$ cat src/hw/rtl/chnd_pkg.sv
// chnd_pkg: shared constants, codes and types of the context huffman nibble decoder
// no dependencies; imported by every module of the block
`default_nettype none

package chnd_pkg;

   localparam int MAX_CODE_BITS = 8;
   localparam int NUM_CONTEXTS  = 3;
   localparam int FRAME_BYTES   = 9;

   localparam int SYMS        = 16;
   localparam int SYM_W       = 4;
   localparam int LEN_W       = 4;
   localparam int CODE_W      = 8;
   localparam int BYTE_W      = 8;
   localparam int SKIP_W      = 3;
   localparam int CTX_W       = 2;
   localparam int ENTRY_W     = LEN_W + CODE_W;
   localparam int ROW_W       = (NUM_CONTEXTS > 1) ? $clog2(NUM_CONTEXTS) : 1;
   localparam int BUF_W       = 15;
   localparam int CNT_W       = 4;
   localparam int POS_W       = $clog2(2 * FRAME_BYTES);
   localparam int MAX_RESULTS = 4;
   localparam int SLOT_W      = $clog2(MAX_RESULTS);
   localparam int NUM_W       = $clog2(MAX_RESULTS + 1);

   localparam logic [POS_W-1:0] LAST_POS = POS_W'(2 * FRAME_BYTES - 1);

   typedef enum logic [1:0] {
      OP_DEFINE = 2'd0,
      OP_START  = 2'd1,
      OP_DATA   = 2'd2
   } op_type;

   typedef struct packed {
      logic define;
      logic start;
      logic append;
      logic step;
      logic handoff;
   } ctrl_cmd_type;

   typedef struct packed {
      logic enough;
      logic batch_empty;
   } dp_status_type;

   typedef struct packed {
      logic [BYTE_W-1:0] out_byte;
      logic              frame_end;
      logic              code_error;
   } rslt_type;

endpackage

`default_nettype wire

$ cat src/hw/rtl/chnd_ctrl.sv
// chnd_ctrl: controller state machine, sequences accept, decode steps and handoff
// depends on chnd_pkg
`default_nettype none

module chnd_ctrl (
   input  logic                    clock,
   input  logic                    reset,
   input  logic                    req_valid,
   input  logic [1:0]              req_operation,
   output logic                    req_ready,
   input  chnd_pkg::dp_status_type status,
   input  logic                    out_free,
   output chnd_pkg::ctrl_cmd_type  cmd
);
   import chnd_pkg::*;

   typedef enum logic {
      ST_IDLE,
      ST_DECODE
   } state_type;

   state_type state_ff, state_in;
   logic      accept;

   assign req_ready = (state_ff == ST_IDLE);
   assign accept    = req_valid && req_ready;

   always_comb begin
      cmd      = '0;
      state_in = state_ff;
      unique case (state_ff)
         ST_IDLE: begin
            cmd.define = accept && (req_operation == OP_DEFINE);
            cmd.start  = accept && (req_operation == OP_START);
            cmd.append = accept && (req_operation == OP_DATA);
            if (cmd.append) begin
               state_in = ST_DECODE;
            end
         end
         ST_DECODE: begin
            if (status.enough) begin
               cmd.step = 1'b1;
            end else if (status.batch_empty) begin
               state_in = ST_IDLE;
            end else if (out_free) begin
               cmd.handoff = 1'b1;
               state_in    = ST_IDLE;
            end
         end
         default: begin
            state_in = ST_IDLE;
         end
      endcase
   end

   always_ff @(posedge clock) begin
      if (reset) begin
         state_ff <= ST_IDLE;
      end else begin
         state_ff <= state_in;
      end
   end

endmodule

`default_nettype wire

$ cat src/hw/rtl/chnd_datapath.sv
// chnd_datapath: code table memory, bit buffer, symbol matcher and result batch
// depends on chnd_pkg; driven by chnd_ctrl commands
`default_nettype none

module chnd_datapath (
   input  logic                                                    clock,
   input  logic                                                    reset,
   input  chnd_pkg::ctrl_cmd_type                                  cmd,
   input  logic [chnd_pkg::CTX_W-1:0]                              req_context_req,
   input  logic [chnd_pkg::SYM_W-1:0]                              req_symbol,
   input  logic [chnd_pkg::LEN_W-1:0]                              req_code_length,
   input  logic [chnd_pkg::CODE_W-1:0]                             req_code_bits,
   input  logic [chnd_pkg::SKIP_W-1:0]                             req_skip_bits,
   input  logic [chnd_pkg::BYTE_W-1:0]                             req_data_byte,
   output chnd_pkg::dp_status_type                                 status,
   output chnd_pkg::rslt_type [chnd_pkg::MAX_RESULTS-1:0]          batch,
   output logic [chnd_pkg::NUM_W-1:0]                              batch_num
);
   import chnd_pkg::*;

   function automatic logic [ROW_W-1:0] ctx_of(input logic [POS_W-1:0] pos);
      logic [ROW_W-1:0] ctx;
      if (pos == '0) begin
         ctx = ROW_W'(0);
      end else if (pos == POS_W'(1)) begin
         ctx = ROW_W'(1);
      end else begin
         ctx = ROW_W'(2);
      end
      return ctx;
   endfunction

   logic [SYMS-1:0][ENTRY_W-1:0]      tbl_mem [NUM_CONTEXTS];
   logic [SYMS-1:0][ENTRY_W-1:0]      row_ff;
   logic [NUM_CONTEXTS-1:0][SYMS-1:0] valid_ff, valid_in;
   logic [BUF_W-1:0]                  buf_ff, buf_in;
   logic [CNT_W-1:0]                  cnt_ff, cnt_in;
   logic [POS_W-1:0]                  pos_ff, pos_in;
   logic [SYM_W-1:0]                  held_ff, held_in;
   logic [SKIP_W-1:0]                 skip_ff, skip_in;
   rslt_type [MAX_RESULTS-1:0]        slot_ff, slot_in;
   logic [NUM_W-1:0]                  num_ff, num_in;

   logic                       def_ok;
   logic [ROW_W-1:0]           ctx_cur;
   logic [ROW_W-1:0]           rd_row;
   logic [CNT_W-1:0]           keep;
   logic [BYTE_W-1:0]          kept;
   logic [BUF_W+BYTE_W-1:0]    joined;
   logic [MAX_CODE_BITS-1:0]   window;
   logic [CODE_W-1:0]          win_ext;
   logic [SYMS-1:0]            hit;
   logic                       found;
   logic [SYM_W-1:0]           sym;
   logic [LEN_W-1:0]           len;
   logic [CNT_W-1:0]           cnt_left;
   logic                       fend;
   logic                       has_room;

   assign def_ok  = {1'b0, req_context_req} < (CTX_W + 1)'(NUM_CONTEXTS);
   assign ctx_cur = ctx_of(pos_ff);
   assign rd_row  = ctx_of(pos_in);

   assign status.enough      = (cnt_ff >= CNT_W'(MAX_CODE_BITS));
   assign status.batch_empty = (num_ff == '0);
   assign batch              = slot_ff;
   assign batch_num          = num_ff;

   // match the top code window against the current context
   always_comb begin
      logic [LEN_W-1:0]  e_len;
      logic [CODE_W-1:0] e_code;
      window  = MAX_CODE_BITS'(buf_ff >> (cnt_ff - CNT_W'(MAX_CODE_BITS)));
      win_ext = CODE_W'(window);
      for (int s = 0; s < SYMS; s++) begin
         e_len  = row_ff[s][ENTRY_W-1:CODE_W];
         e_code = row_ff[s][CODE_W-1:0];
         hit[s] = valid_ff[ctx_cur][s] && (e_len != '0)
                  && (e_len <= LEN_W'(MAX_CODE_BITS))
                  && ((win_ext >> (LEN_W'(MAX_CODE_BITS) - e_len))
                      == (e_code & ~({CODE_W{1'b1}} << e_len)));
      end
      found = 1'b0;
      sym   = '0;
      for (int s = 0; s < SYMS; s++) begin
         if (hit[s]) begin
            found = 1'b1;
            sym   = SYM_W'(s);
         end
      end
      len      = row_ff[sym][ENTRY_W-1:CODE_W];
      cnt_left = cnt_ff - CNT_W'(len);
   end

   always_comb begin
      valid_in = valid_ff;
      buf_in   = buf_ff;
      cnt_in   = cnt_ff;
      pos_in   = pos_ff;
      held_in  = held_ff;
      skip_in  = skip_ff;
      slot_in  = slot_ff;
      num_in   = num_ff;
      keep     = CNT_W'(BYTE_W) - CNT_W'(skip_ff);
      kept     = req_data_byte & ({BYTE_W{1'b1}} >> skip_ff);
      joined   = ({{BYTE_W{1'b0}}, buf_ff} << keep) | (BUF_W + BYTE_W)'(kept);
      fend     = (pos_ff >= LAST_POS);
      has_room = (num_ff < NUM_W'(MAX_RESULTS));

      if (cmd.define && def_ok) begin
         valid_in[req_context_req[ROW_W-1:0]][req_symbol] = 1'b1;
      end
      if (cmd.start) begin
         buf_in  = '0;
         cnt_in  = '0;
         pos_in  = '0;
         held_in = '0;
         skip_in = req_skip_bits;
      end
      if (cmd.append) begin
         buf_in  = joined[BUF_W-1:0];
         cnt_in  = cnt_ff + keep;
         skip_in = '0;
      end
      if (cmd.step) begin
         if (!found) begin
            buf_in = '0;
            cnt_in = '0;
            if (has_room) begin
               slot_in[num_ff[SLOT_W-1:0]].out_byte   = '0;
               slot_in[num_ff[SLOT_W-1:0]].frame_end  = 1'b0;
               slot_in[num_ff[SLOT_W-1:0]].code_error = 1'b1;
               num_in = num_ff + NUM_W'(1);
            end else begin
               slot_in[MAX_RESULTS-1].code_error = 1'b1;
            end
         end else begin
            cnt_in = cnt_left;
            buf_in = buf_ff & ~({BUF_W{1'b1}} << cnt_left);
            if (!pos_ff[0]) begin
               held_in = sym;
               pos_in  = pos_ff + POS_W'(1);
            end else begin
               if (has_room) begin
                  slot_in[num_ff[SLOT_W-1:0]].out_byte   = {held_ff, sym};
                  slot_in[num_ff[SLOT_W-1:0]].frame_end  = fend;
                  slot_in[num_ff[SLOT_W-1:0]].code_error = 1'b0;
                  num_in = num_ff + NUM_W'(1);
               end
               held_in = '0;
               pos_in  = fend ? '0 : pos_ff + POS_W'(1);
            end
         end
      end
      if (cmd.handoff) begin
         num_in = '0;
      end
   end

   always_ff @(posedge clock) begin
      if (reset) begin
         valid_ff <= '0;
         buf_ff   <= '0;
         cnt_ff   <= '0;
         pos_ff   <= '0;
         held_ff  <= '0;
         skip_ff  <= '0;
         num_ff   <= '0;
      end else begin
         valid_ff <= valid_in;
         buf_ff   <= buf_in;
         cnt_ff   <= cnt_in;
         pos_ff   <= pos_in;
         held_ff  <= held_in;
         skip_ff  <= skip_in;
         num_ff   <= num_in;
      end
   end

   // code table: one row per context, read a whole row each cycle
   always_ff @(posedge clock) begin
      if (cmd.define && def_ok) begin
         tbl_mem[req_context_req[ROW_W-1:0]][req_symbol] <= {req_code_length, req_code_bits};
      end
      row_ff  <= tbl_mem[rd_row];
      slot_ff <= slot_in;
   end

   a_num_bound: assert property (@(posedge clock) disable iff (reset)
      num_ff <= NUM_W'(MAX_RESULTS))
      else $error("result batch count exceeds slot count");

   a_step_consumes: assert property (@(posedge clock) disable iff (reset)
      cmd.step |=> (cnt_ff < $past(cnt_ff)))
      else $error("decode step did not consume buffered bits");

   a_handoff_nonempty: assert property (@(posedge clock) disable iff (reset)
      cmd.handoff |-> (num_ff != '0))
      else $error("handoff of an empty batch");

endmodule

`default_nettype wire

$ cat src/hw/rtl/chnd_rsp_buf.sv
// chnd_rsp_buf: output buffer holding one batch of result words for the rsp channel
// depends on chnd_pkg; loaded with the chnd_datapath batch on the chnd_ctrl handoff command
`default_nettype none

module chnd_rsp_buf (
   input  logic                                            clock,
   input  logic                                            reset,
   input  logic                                            load,
   input  chnd_pkg::rslt_type [chnd_pkg::MAX_RESULTS-1:0]  batch,
   input  logic [chnd_pkg::NUM_W-1:0]                      batch_num,
   output logic                                            free,
   output logic                                            rsp_valid,
   input  logic                                            rsp_ready,
   output logic [chnd_pkg::BYTE_W-1:0]                     rsp_out_byte,
   output logic                                            rsp_frame_end,
   output logic                                            rsp_code_error,
   output logic                                            rsp_last
);
   import chnd_pkg::*;

   rslt_type [MAX_RESULTS-1:0] slot_ff;
   logic [NUM_W-1:0]           cnt_ff, cnt_in;
   logic [SLOT_W-1:0]          idx_ff, idx_in;
   logic                       final_word;

   assign final_word     = ((NUM_W'(idx_ff) + NUM_W'(1)) == cnt_ff);
   assign rsp_valid      = (cnt_ff != '0);
   assign free           = (cnt_ff == '0);
   assign rsp_out_byte   = slot_ff[idx_ff].out_byte;
   assign rsp_frame_end  = slot_ff[idx_ff].frame_end;
   assign rsp_code_error = slot_ff[idx_ff].code_error;
   assign rsp_last       = final_word;

   always_comb begin
      cnt_in = cnt_ff;
      idx_in = idx_ff;
      if (load) begin
         cnt_in = batch_num;
         idx_in = '0;
      end else if (rsp_valid && rsp_ready) begin
         if (final_word) begin
            cnt_in = '0;
            idx_in = '0;
         end else begin
            idx_in = idx_ff + SLOT_W'(1);
         end
      end
   end

   always_ff @(posedge clock) begin
      if (reset) begin
         cnt_ff <= '0;
         idx_ff <= '0;
      end else begin
         cnt_ff <= cnt_in;
         idx_ff <= idx_in;
      end
   end

   always_ff @(posedge clock) begin
      if (load) begin
         slot_ff <= batch;
      end
   end

   a_load_when_free: assert property (@(posedge clock) disable iff (reset)
      load |-> (cnt_ff == '0))
      else $error("batch loaded over undelivered words");

   a_idx_in_range: assert property (@(posedge clock) disable iff (reset)
      (cnt_ff != '0) |-> (NUM_W'(idx_ff) < cnt_ff))
      else $error("read index past batch end");

endmodule

`default_nettype wire

$ cat src/hw/rtl/context_huffman_nibble_decoder.sv
// context_huffman_nibble_decoder: top level, joins chnd_ctrl, chnd_datapath, chnd_rsp_buf
// depends on chnd_pkg and the three modules above
// req channel: define symbol code, start stream, or one compressed data byte per word
// rsp channel: decoded bytes (two nibbles) or error words, rsp_last on the final word of a req
// define and start words produce no rsp word
// a data word appends its byte, then makes k decode steps through the context row matcher,
// one per symbol or error (0 to 8), then finishes: it hands its batch to the output buffer,
// or goes back to idle if the batch is empty
// the code table is read one context row per cycle, which sets the one-symbol-per-cycle pace
// up to four rsp words per data word go to an output buffer, presented one per cycle
// while rsp_ready is high; the next req word is taken while the buffer still drains
// if the receiver stalls and the buffer still holds words when the next batch is ready,
// req_ready stays low until the buffer empties
// reset: all symbols undefined, bit buffer and frame position cleared, no clearing pass
`default_nettype none

module context_huffman_nibble_decoder (
   input  logic                             clock,
   input  logic                             reset,
   input  logic                             req_valid,
   output logic                             req_ready,
   input  logic [1:0]                       req_operation,
   input  logic [chnd_pkg::CTX_W-1:0]       req_context_req,
   input  logic [chnd_pkg::SYM_W-1:0]       req_symbol,
   input  logic [chnd_pkg::LEN_W-1:0]       req_code_length,
   input  logic [chnd_pkg::CODE_W-1:0]      req_code_bits,
   input  logic [chnd_pkg::SKIP_W-1:0]      req_skip_bits,
   input  logic [chnd_pkg::BYTE_W-1:0]      req_data_byte,
   output logic                             rsp_valid,
   input  logic                             rsp_ready,
   output logic [chnd_pkg::BYTE_W-1:0]      rsp_out_byte,
   output logic                             rsp_frame_end,
   output logic                             rsp_code_error,
   output logic                             rsp_last
);
   import chnd_pkg::*;

   ctrl_cmd_type               cmd;
   dp_status_type              status;
   logic                       out_free;
   rslt_type [MAX_RESULTS-1:0] batch;
   logic [NUM_W-1:0]           batch_num;

   chnd_ctrl u_ctrl (
      .clock         (clock),
      .reset         (reset),
      .req_valid     (req_valid),
      .req_operation (req_operation),
      .req_ready     (req_ready),
      .status        (status),
      .out_free      (out_free),
      .cmd           (cmd)
   );

   chnd_datapath u_datapath (
      .clock           (clock),
      .reset           (reset),
      .cmd             (cmd),
      .req_context_req (req_context_req),
      .req_symbol      (req_symbol),
      .req_code_length (req_code_length),
      .req_code_bits   (req_code_bits),
      .req_skip_bits   (req_skip_bits),
      .req_data_byte   (req_data_byte),
      .status          (status),
      .batch           (batch),
      .batch_num       (batch_num)
   );

   chnd_rsp_buf u_rsp_buf (
      .clock          (clock),
      .reset          (reset),
      .load           (cmd.handoff),
      .batch          (batch),
      .batch_num      (batch_num),
      .free           (out_free),
      .rsp_valid      (rsp_valid),
      .rsp_ready      (rsp_ready),
      .rsp_out_byte   (rsp_out_byte),
      .rsp_frame_end  (rsp_frame_end),
      .rsp_code_error (rsp_code_error),
      .rsp_last       (rsp_last)
   );

endmodule

`default_nettype wire

$ cat config.mk
export PLATFORM = sky130hd
export DESIGN_NAME = context_huffman_nibble_decoder
export DESIGN_NICKNAME = d
export VERILOG_FILES = /design/src/hw/rtl/chnd_pkg.sv /design/src/hw/rtl/chnd_ctrl.sv /design/src/hw/rtl/chnd_datapath.sv /design/src/hw/rtl/chnd_rsp_buf.sv /design/src/hw/rtl/context_huffman_nibble_decoder.sv
export SDC_FILE = /design/constraint.sdc
export NUM_CORES = 2
export LEC_CHECK = 0
export BUFFER_PORTS_ARGS = -buffer_cell sky130_fd_sc_hd__buf_2
export CORE_UTILIZATION = 23
export CTS_CLUSTER_DIAMETER = 100
export DETAILED_ROUTE_END_ITERATION = 8
export PLACE_DENSITY = 0.42
export SETUP_SLACK_MARGIN = 0.05
export SYNTH_ARGS = -nofsm -noshare
export SYNTH_HDL_FRONTEND = slang
export SYNTH_SLANG_ARGS = --single-unit
$ cat constraint.sdc
create_clock -name clock -period 16.5 [get_ports clock]
set_clock_uncertainty 0.1 [all_clocks]
set_input_delay 0 -clock clock [delete_from_list [all_inputs] [get_ports clock]]
set_output_delay 0 -clock clock [all_outputs]
set_load 0.02 [all_outputs]
After elaboration in Yosys (flattened, before gate mapping)

Memory sizes are Yosys's and may differ from the RTL's. A register that Yosys moved wholly into a read port is not among the register bits.
Index checks and enable logic that the tools add are counted.

Input port bits: 35
Word-level logic and storage cells: 379
Bits in registers: 168
Memories kept: 1
Bits in writable memories: 576

Memories:

| memory             | depth | bits a word | read ports | clocked after memory_dff | wr ports | line                | text |
|---|---|---|---|---|---|---|---|
| u_datapath.tbl_mem | 3     | 192         | 1          | 1                        | 1        | chnd_datapath.sv:33 | `logic [SYMS-1:0][ENTRY_W-1:0] tbl_mem [NUM_CONTEXTS];` |

Reduce and logical (&&, ||, !) cells: 89
Equal/unequal tests: 24
Mux-type cells: 102
Bitwise logic cells: 38
Shifts and indexed selects: 36
Order comparisons: 29
$add $sub $neg: 24

Operators by type and width:

| kind                | count |
|---|---|
| $bwmux 40           | 6 |
| $mux 192            | 1 |
| $and 8x8->8         | 17 |
| $eq 8x8->1          | 16 |
| $not 8->8           | 16 |
| $shl 8x4->8 const A | 16 |
| $shr 8x4->8         | 16 |
| $mux 40             | 3 |
| $le 4x4->1 const B  | 16 |
| $mux 4              | 16 |
| $reduce_bool 4->1   | 16 |
| $sub 4x4->4 const A | 16 |
| $demux 10 s2        | 3 |
| $mux 15             | 4 |
| $logic_and 1x1->1   | 57 |
| $bmux 12 s4         | 1 |
| $demux 12 s4        | 1 |
| $or 48x48->48       | 1 |
| $mux 3              | 11 |
| $bmux 16 s2         | 1 |
| $demux 16 s2        | 1 |
| $mux 16             | 2 |
| $mux 30             | 1 |
| $mux 1              | 29 |
| other kinds (47)    | 75 |

Logic depth before layout (Yosys ltp)

Word-level depth: 31
Mapped depth: 34
Gate-level depth less buffers: 29

Cells and area by module

A second synthesis with hierarchy kept.

Cells, all modules: 3994
Area total of the unflattened synthesis: 44721.6 um2

Modules (own cells, without submodules):

| module        | cells each | instances | area each (um2) | seq. area each (um2) |
|---|---|---|---|---|
| chnd_datapath | 3901       | 1         | 42881.1         | 23983.0 |
| chnd_rsp_buf  | 82         | 1         | 1737.9          | 1301.2 |
| chnd_ctrl     | 11         | 1         | 102.6           | 20.0 |

Least setup slack after synthesis

OpenSTA, ideal clock, no wires.

Path type: flip-flop to flip-flop
From: reg u_datapath.row_ff[116] (netlist bit) (read register of u_datapath.tbl_mem)
To: reg u_datapath.buf_ff[8]
Arrival time: 6688 ps
Slack: 9624 ps
Period minus slack after synthesis: 6876 ps
Library setup time: 88 ps
Cell stages (with the launch flop): 31
Data required time: 16312 ps
Cell sequence: dfxtp_1 -> clkbuf_1 -> inv_1 -> clkbuf_1 -> ha_1 -> clkbuf_1 -> inv_1 -> or4_1 -> o22a_1 -> o21a_1 -> xnor2_1 -> nand3_1 -> nor4_2 -> nor4b_1 -> buf_2 -> nor2b_1 -> nor2_1 -> buf_4 -> buf_2 -> o21ai_0 -> mux4_2 -> mux2i_1 -> o21ai_0 -> ha_1 -> fa_1 -> xor2_1 -> and2_1 -> nand2_1 -> nand2_1 -> or3_1 -> a311oi_2

Longest elaborated chain between the ends: 20
Elaborated cells between the ends (all ways): 33

Ends and longest elaborated chain:

| what                                                 | line                 | text |
|---|---|---|
| from (decl)                                          | chnd_datapath.sv:34  | `logic [SYMS-1:0][ENTRY_W-1:0] row_ff;` |
| branches (longest 18 deep; another with $sub 4x4->4) | n/a                  |  |
| $mux 15 *                                            | chnd_datapath.sv:126 | `if (!found) begin` |
| $mux 15 *                                            | chnd_datapath.sv:125 | `if (cmd.step) begin` |
| to (signal assigned)                                 | chnd_datapath.sv:171 | `buf_ff <= buf_in;` |
| to (decl)                                            | chnd_datapath.sv:36  | `logic [BUF_W-1:0] buf_ff, buf_in;` |

Every way passes the cells marked *. The select of a mux whose other input is x is not followed.
A chain may end at the register's enable or synchronous reset.

Worst setup path in the final report

From: reg u_datapath.cnt_ff[0]
To: reg u_datapath.cnt_ff[3]

Longest elaborated chain between the ends: 25
Elaborated cells between the ends (all ways): 92

Ends and longest elaborated chain:

| what                          | line                 | text |
|---|---|---|
| from (decl)                   | chnd_datapath.sv:37  | `logic [CNT_W-1:0] cnt_ff, cnt_in;` |
| from (signal assigned)        | chnd_datapath.sv:172 | `cnt_ff <= cnt_in;` |
| $sub 4x4->4                   | chnd_datapath.sv:73  | `window = MAX_CODE_BITS'(buf_ff >> (cnt_ff - CNT_W'(MAX_CODE_BITS)));` |
| $shr 15x4->8                  | chnd_datapath.sv:73  |  |
| $shr 8x4->8                   | chnd_datapath.sv:80  | `&& ((win_ext >> (LEN_W'(MAX_CODE_BITS) - e_len))` |
| $eq 8x8->1                    | chnd_datapath.sv:81  | `== (e_code & ~({CODE_W{1'b1}} << e_len)));` |
| $logic_and 1x1->1             | chnd_datapath.sv:80  |  |
| $mux 1                        | chnd_datapath.sv:86  | `if (hit[s]) begin` |
| $mux 2 (2 in series)          | chnd_datapath.sv:86  |  |
| $mux 3 (4 in series)          | chnd_datapath.sv:86  |  |
| $mux 4 (8 in series)          | chnd_datapath.sv:86  |  |
| $bmux 12 s4                   | chnd_datapath.sv:91  | `len = row_ff[sym][ENTRY_W-1:CODE_W];` |
| $mux 12 (not written as such) | chnd_datapath.sv:91  |  |
| $sub 4x4->4                   | chnd_datapath.sv:92  | `cnt_left = cnt_ff - CNT_W'(len);` |
| $mux 4                        | chnd_datapath.sv:126 |  |
| $mux 4                        | chnd_datapath.sv:125 |  |

Several ways; a longest one is shown, not always the timed one. The select of a mux whose other input is x is not followed.

==> summary.md <==
| Metric | Value |
|---|---|
| FF-to-FF End | `u_datapath.cnt_ff[3]` |
| Area delta synth->final | `16.18%` |
| Largest net degree at the start of global routing | `97` |
| Seq/Total Area, Yosys | `between 50% and 60%` |
| Number of clock sinks | `936` |
| Skew-Pair Late Insertion Delay | `750 ps` |
| Static leakage | `about 18 nW` |
| Crit. Startpoint | `u_datapath.cnt_ff[0]` |
| Post-route antenna net violation count | `0` |
| Total number of vias | `approximately 32k` |
| Power Total | `5.006 mW` |
| # DRC | `0` |
| H-tree Lvls | `3` |
| GR Util met1 | `20.75%` |
| Crit-path slowest cell | `nor2b_1` |
| Worst path depth | `27` |
| Drt total wl | `150600 um` |
| Worst path bufs/invs | `3` |
| Post-Place Cells | `~6.4k` |
| # setup viols final | `0` |
| Fmax | `~97 MHz` |
| Ys Warns | `0` |
| CTS buffer count | `~100` |
| GR Layer Usage met3 | `roughly 2.2%` |
| CTS Buffer Depth | `3` |
| Clk slew on worst S/H paths | `60 ps` |
| Grt ovf | `0` |
| Detailed-router iteration count before antenna repair | `6` |
| Area contributors post-synth | `edfxtp_1 43%, dfxtp_1 12%, mux2_2 9.5%, nor2_1 2.8%, ha_1 2.3%` |
| Maximum vdd drop | `about 0.08 mV` |
| M2 GR Usage | `23.24%` |
| Die Wd | `around 450 um` |
| Synth Net Count | `roughly 4k` |
| Global placement routability congestion | `between 0.9 and 1` |
| Synth Area per Inst | `approximately 12 um2` |
| Max stage delay on crit path | `between 900 and 1000 ps` |
| Final-report max-slew violation count | `0` |
| Fin. Hold Viols | `0` |
| Post-route cell area | `approximately 0.053 mm2` |
| Critical Path Fanout Max | `38` |
| Post-synthesis register bit count | `936` |
| Layer with the highest usage | `met2` |
| Most area-hungry cell type in the Yosys netlist | `edfxtp_1` |
| Setup TNS | `0 ps` |
| Worst-case reg-to-reg path depth | `27` |
| DIE AREA | `about 0.2 mm2` |
| EDFF count, synth | `656` |
| Hold Crit Depth | `5` |
| Cell family with most CP delay | `simple AND/OR/NAND/NOR gates` |
| FILL cells | `20.44k` |
| Initial Util | `~23%` |
| Power per cell area | `roughly 94 mW/mm2` |
| WS Path Type | `reg -> reg` |
| Synth top area share | `between 40 and 50%` |
| Critical Path AT | `between 10000 and 15000 ps` |
| Layout net count | `about 4.0k` |
| I/O Buffers | `47` |
| Worst EP required | `17010 ps` |
| Rows | `around 160` |
| Vias/cell | `between 4 and 5` |
| Core ar. | `between 0.15 and 0.2 mm2` |
| Layout cells sized above 1 | `roughly a fifth` |
| CP endpoint kind | `flop` |
| Total GRT Usage | `around 15%` |
| Unrepaired setup endpoints after global routing | `false` |
| Syn Std Cell Area | `roughly 0.046 mm2` |
| Antenna violations before repair | `10` |
| Initial drt markers | `~2.9k` |
| Clock root buffer master | `clkbuf_16` |
| Syn Inst Count | `between 3k and 4k` |
| MaxCap Viol Count | `0` |
| Top_reg_cell synth | `edfxtp_1` |
| R2r setup slk | `roughly 6200 ps` |
| TritonCTS clock tree | `built` |
| DP Worst Slack | `~6500 ps` |
| First-pass GRT wire length | `~220000 um` |
| RR Startpoint | `u_datapath.cnt_ff[0]` |
| Final period utilization | `62.65%` |
| Status | `finished clean` |
| Final worst slack | `roughly 6200 ps` |
| Cell variety after synth | `between 100 and 150` |
| Worst min path class | `in -> reg` |
| Final Util | `between 20% and 30%` |
| # IOs | `48` |
| Minimum clock period | `between 10000 and 15000 ps` |
| Number of global-route vias before repair | `slightly above 30k` |
| Placed inst area | `approximately 0.049 mm2` |
| Post-synth ARST share | `0%` |
| Hold_sp | `req_operation[1]` |
| Hold EP | `u_datapath.buf_ff[6]` |
| Slew margin rel. | `12.71%` |
| Critical Path Start Type | `flop` |
| DIE HEIGHT | `between 400 and 500 um` |
| DP Wirelength | `between 90000 and 100000 um` |
| Least-Margin Pin Slew | `between 1000 and 1500 ps` |
| Routed wire length per instance | `about 23 um` |
| Non-filler instance count after layout | `roughly 6.6k` |
| Hold_ws | `70.87 ps` |
[synth_stat cells (20+ instances only)]
| master | count |
|---|---|
| edfxtp_1 | 656 |
| mux2_2 | 384 |
| nor2_1 | 336 |
| dfxtp_1 | 280 |
| nand2_1 | 208 |
| clkbuf_1 | 154 |
| o21ai_0 | 122 |
| a21oi_1 | 120 |
| inv_1 | 114 |
| mux2i_1 | 99 |
| nor3_1 | 91 |
| ha_1 | 83 |
| nand3_1 | 73 |
| xnor2_1 | 67 |
| buf_2 | 50 |
| nor4_1 | 48 |
| a211oi_1 | 46 |
| o31ai_1 | 43 |
| nand4_1 | 41 |
| o22ai_1 | 41 |
| xor2_1 | 39 |
| a221oi_1 | 36 |
| a21o_1 | 34 |
| mux4_2 | 34 |
| nor2b_1 | 31 |
| a22oi_1 | 30 |
| and3_1 | 27 |
| o211ai_1 | 26 |
| or3_1 | 26 |
| buf_4 | 24 |
| and2_1 | 23 |
| o31a_1 | 23 |
| a31oi_1 | 22 |
| a211o_1 | 20 |
[layer usage]
metal	vias to the layer above	part of all wire, %	wire length, um
met3	241	4.7	7070
met2	999	45	67760
met5	-	0	0
met1	16030	47	71220
li1	14620	-	-
met4	0	3.0	4512
[state kept, by name, indices dropped and copies added, names as in the netlist]
signal and flops:
u_datapath.batch_num 3, u_rsp_buf.idx_ff 2, u_datapath.valid_ff 48, u_datapath.buf_ff 15, u_datapath.tbl_mem 576, u_rsp_buf.cnt_ff 3, u_datapath.pos_ff 5, u_datapath.skip_ff 3
u_datapath.held_ff 4, u_ctrl.state_ff 1, u_datapath.row_ff 192, u_datapath.cnt_ff 4, u_datapath.batch 40, u_rsp_buf.slot_ff 40
[where the power goes]
part / switching (mW) / internal (mW) / total, mW
Sequential: 0.00490 / 2.51 / 2.51
Clock: 0.962 / 1.38 / 2.34
Combinational: 0.112 / 0.0395 / 0.151
Total: 1.08 / 3.93 / 5.01
[worst min-delay path, delay by kind of cell]
kind	cells	cell delay [ps]
AND/OR/NAND/NOR	2	480
AO/OA/AOI/OAI	2	190
buffers and inverters	1	200
[worst max path at each step]
stage                            to  slack (ps)
6_report       u_datapath.cnt_ff[3]        6160
5_1_grt        u_datapath.cnt_ff[3]        5540
4_1_cts        u_datapath.cnt_ff[3]        6410
3_5_place_dp   u_datapath.cnt_ff[3]        6470
3_3_place_gp   u_datapath.cnt_ff[3]        6380
2_1_floorplan  u_datapath.buf_ff[8]        9620
[cells in the final DEF (no fill, tap or decap), types with 27 or more instances in the layout]
master / count
edfxtp_1: 656
mux2_2: 384
nor2_1: 334
dfxtp_1: 279
nand2_1: 208
buf_4: 130
o21ai_0: 122
a21oi_1: 116
inv_1: 114
clkbuf_16: 104
mux2i_1: 99
nor3_1: 90
ha_1: 83
nand3_1: 73
xnor2_1: 67
nor4_1: 47
buf_2: 46
a211oi_1: 45
o31ai_1: 43
nand4_1: 41
o22ai_1: 40
dlygate4sd3_1: 40
xor2_1: 39
a221oi_1: 35
mux4_2: 34
a21o_1: 34
nor2b_1: 31
a22oi_1: 29
clkbuf_1: 28
and3_1: 27
[logic make-up after synthesis]
kind of cell | count (synthesis) | synth area share, %
multiplexers | 536 | 13.80
flip-flops | 936 | 55.49
buffers and inverters | 366 | 3.457
AO/OA/AOI/OAI | 769 | 12.22
AND/OR/NAND/NOR | 1001 | 10.64
adder cells (fa/ha/maj) | 85 | 2.365
XOR/XNOR | 106 | 2.036
[cell type report]
class	count	area, um2	area share (%)
Sequential cell	936	25310	47.76
Timing Repair Buffer	217	1627	3.070
Tap cell	2640	3303	6.234
Multi-Input combinational cell	2497	18840	35.57
Clock inverter	53	601.8	1.136
Clock buffer	141	2831	5.344
Antenna cell	4	10.01	0.01889
Inverter	123	461.7	0.8714
[repair_timing]
| action | 4_1_cts | 5_1_grt |
|---|---|---|
| hold endpoints to repair | 782 | 0 |
| resized for setup | 0 | 0 |
| buffers inserted | 0 | 0 |
| hold buffers | 40 | 0 |
Power figures use the tool's default switching activity.
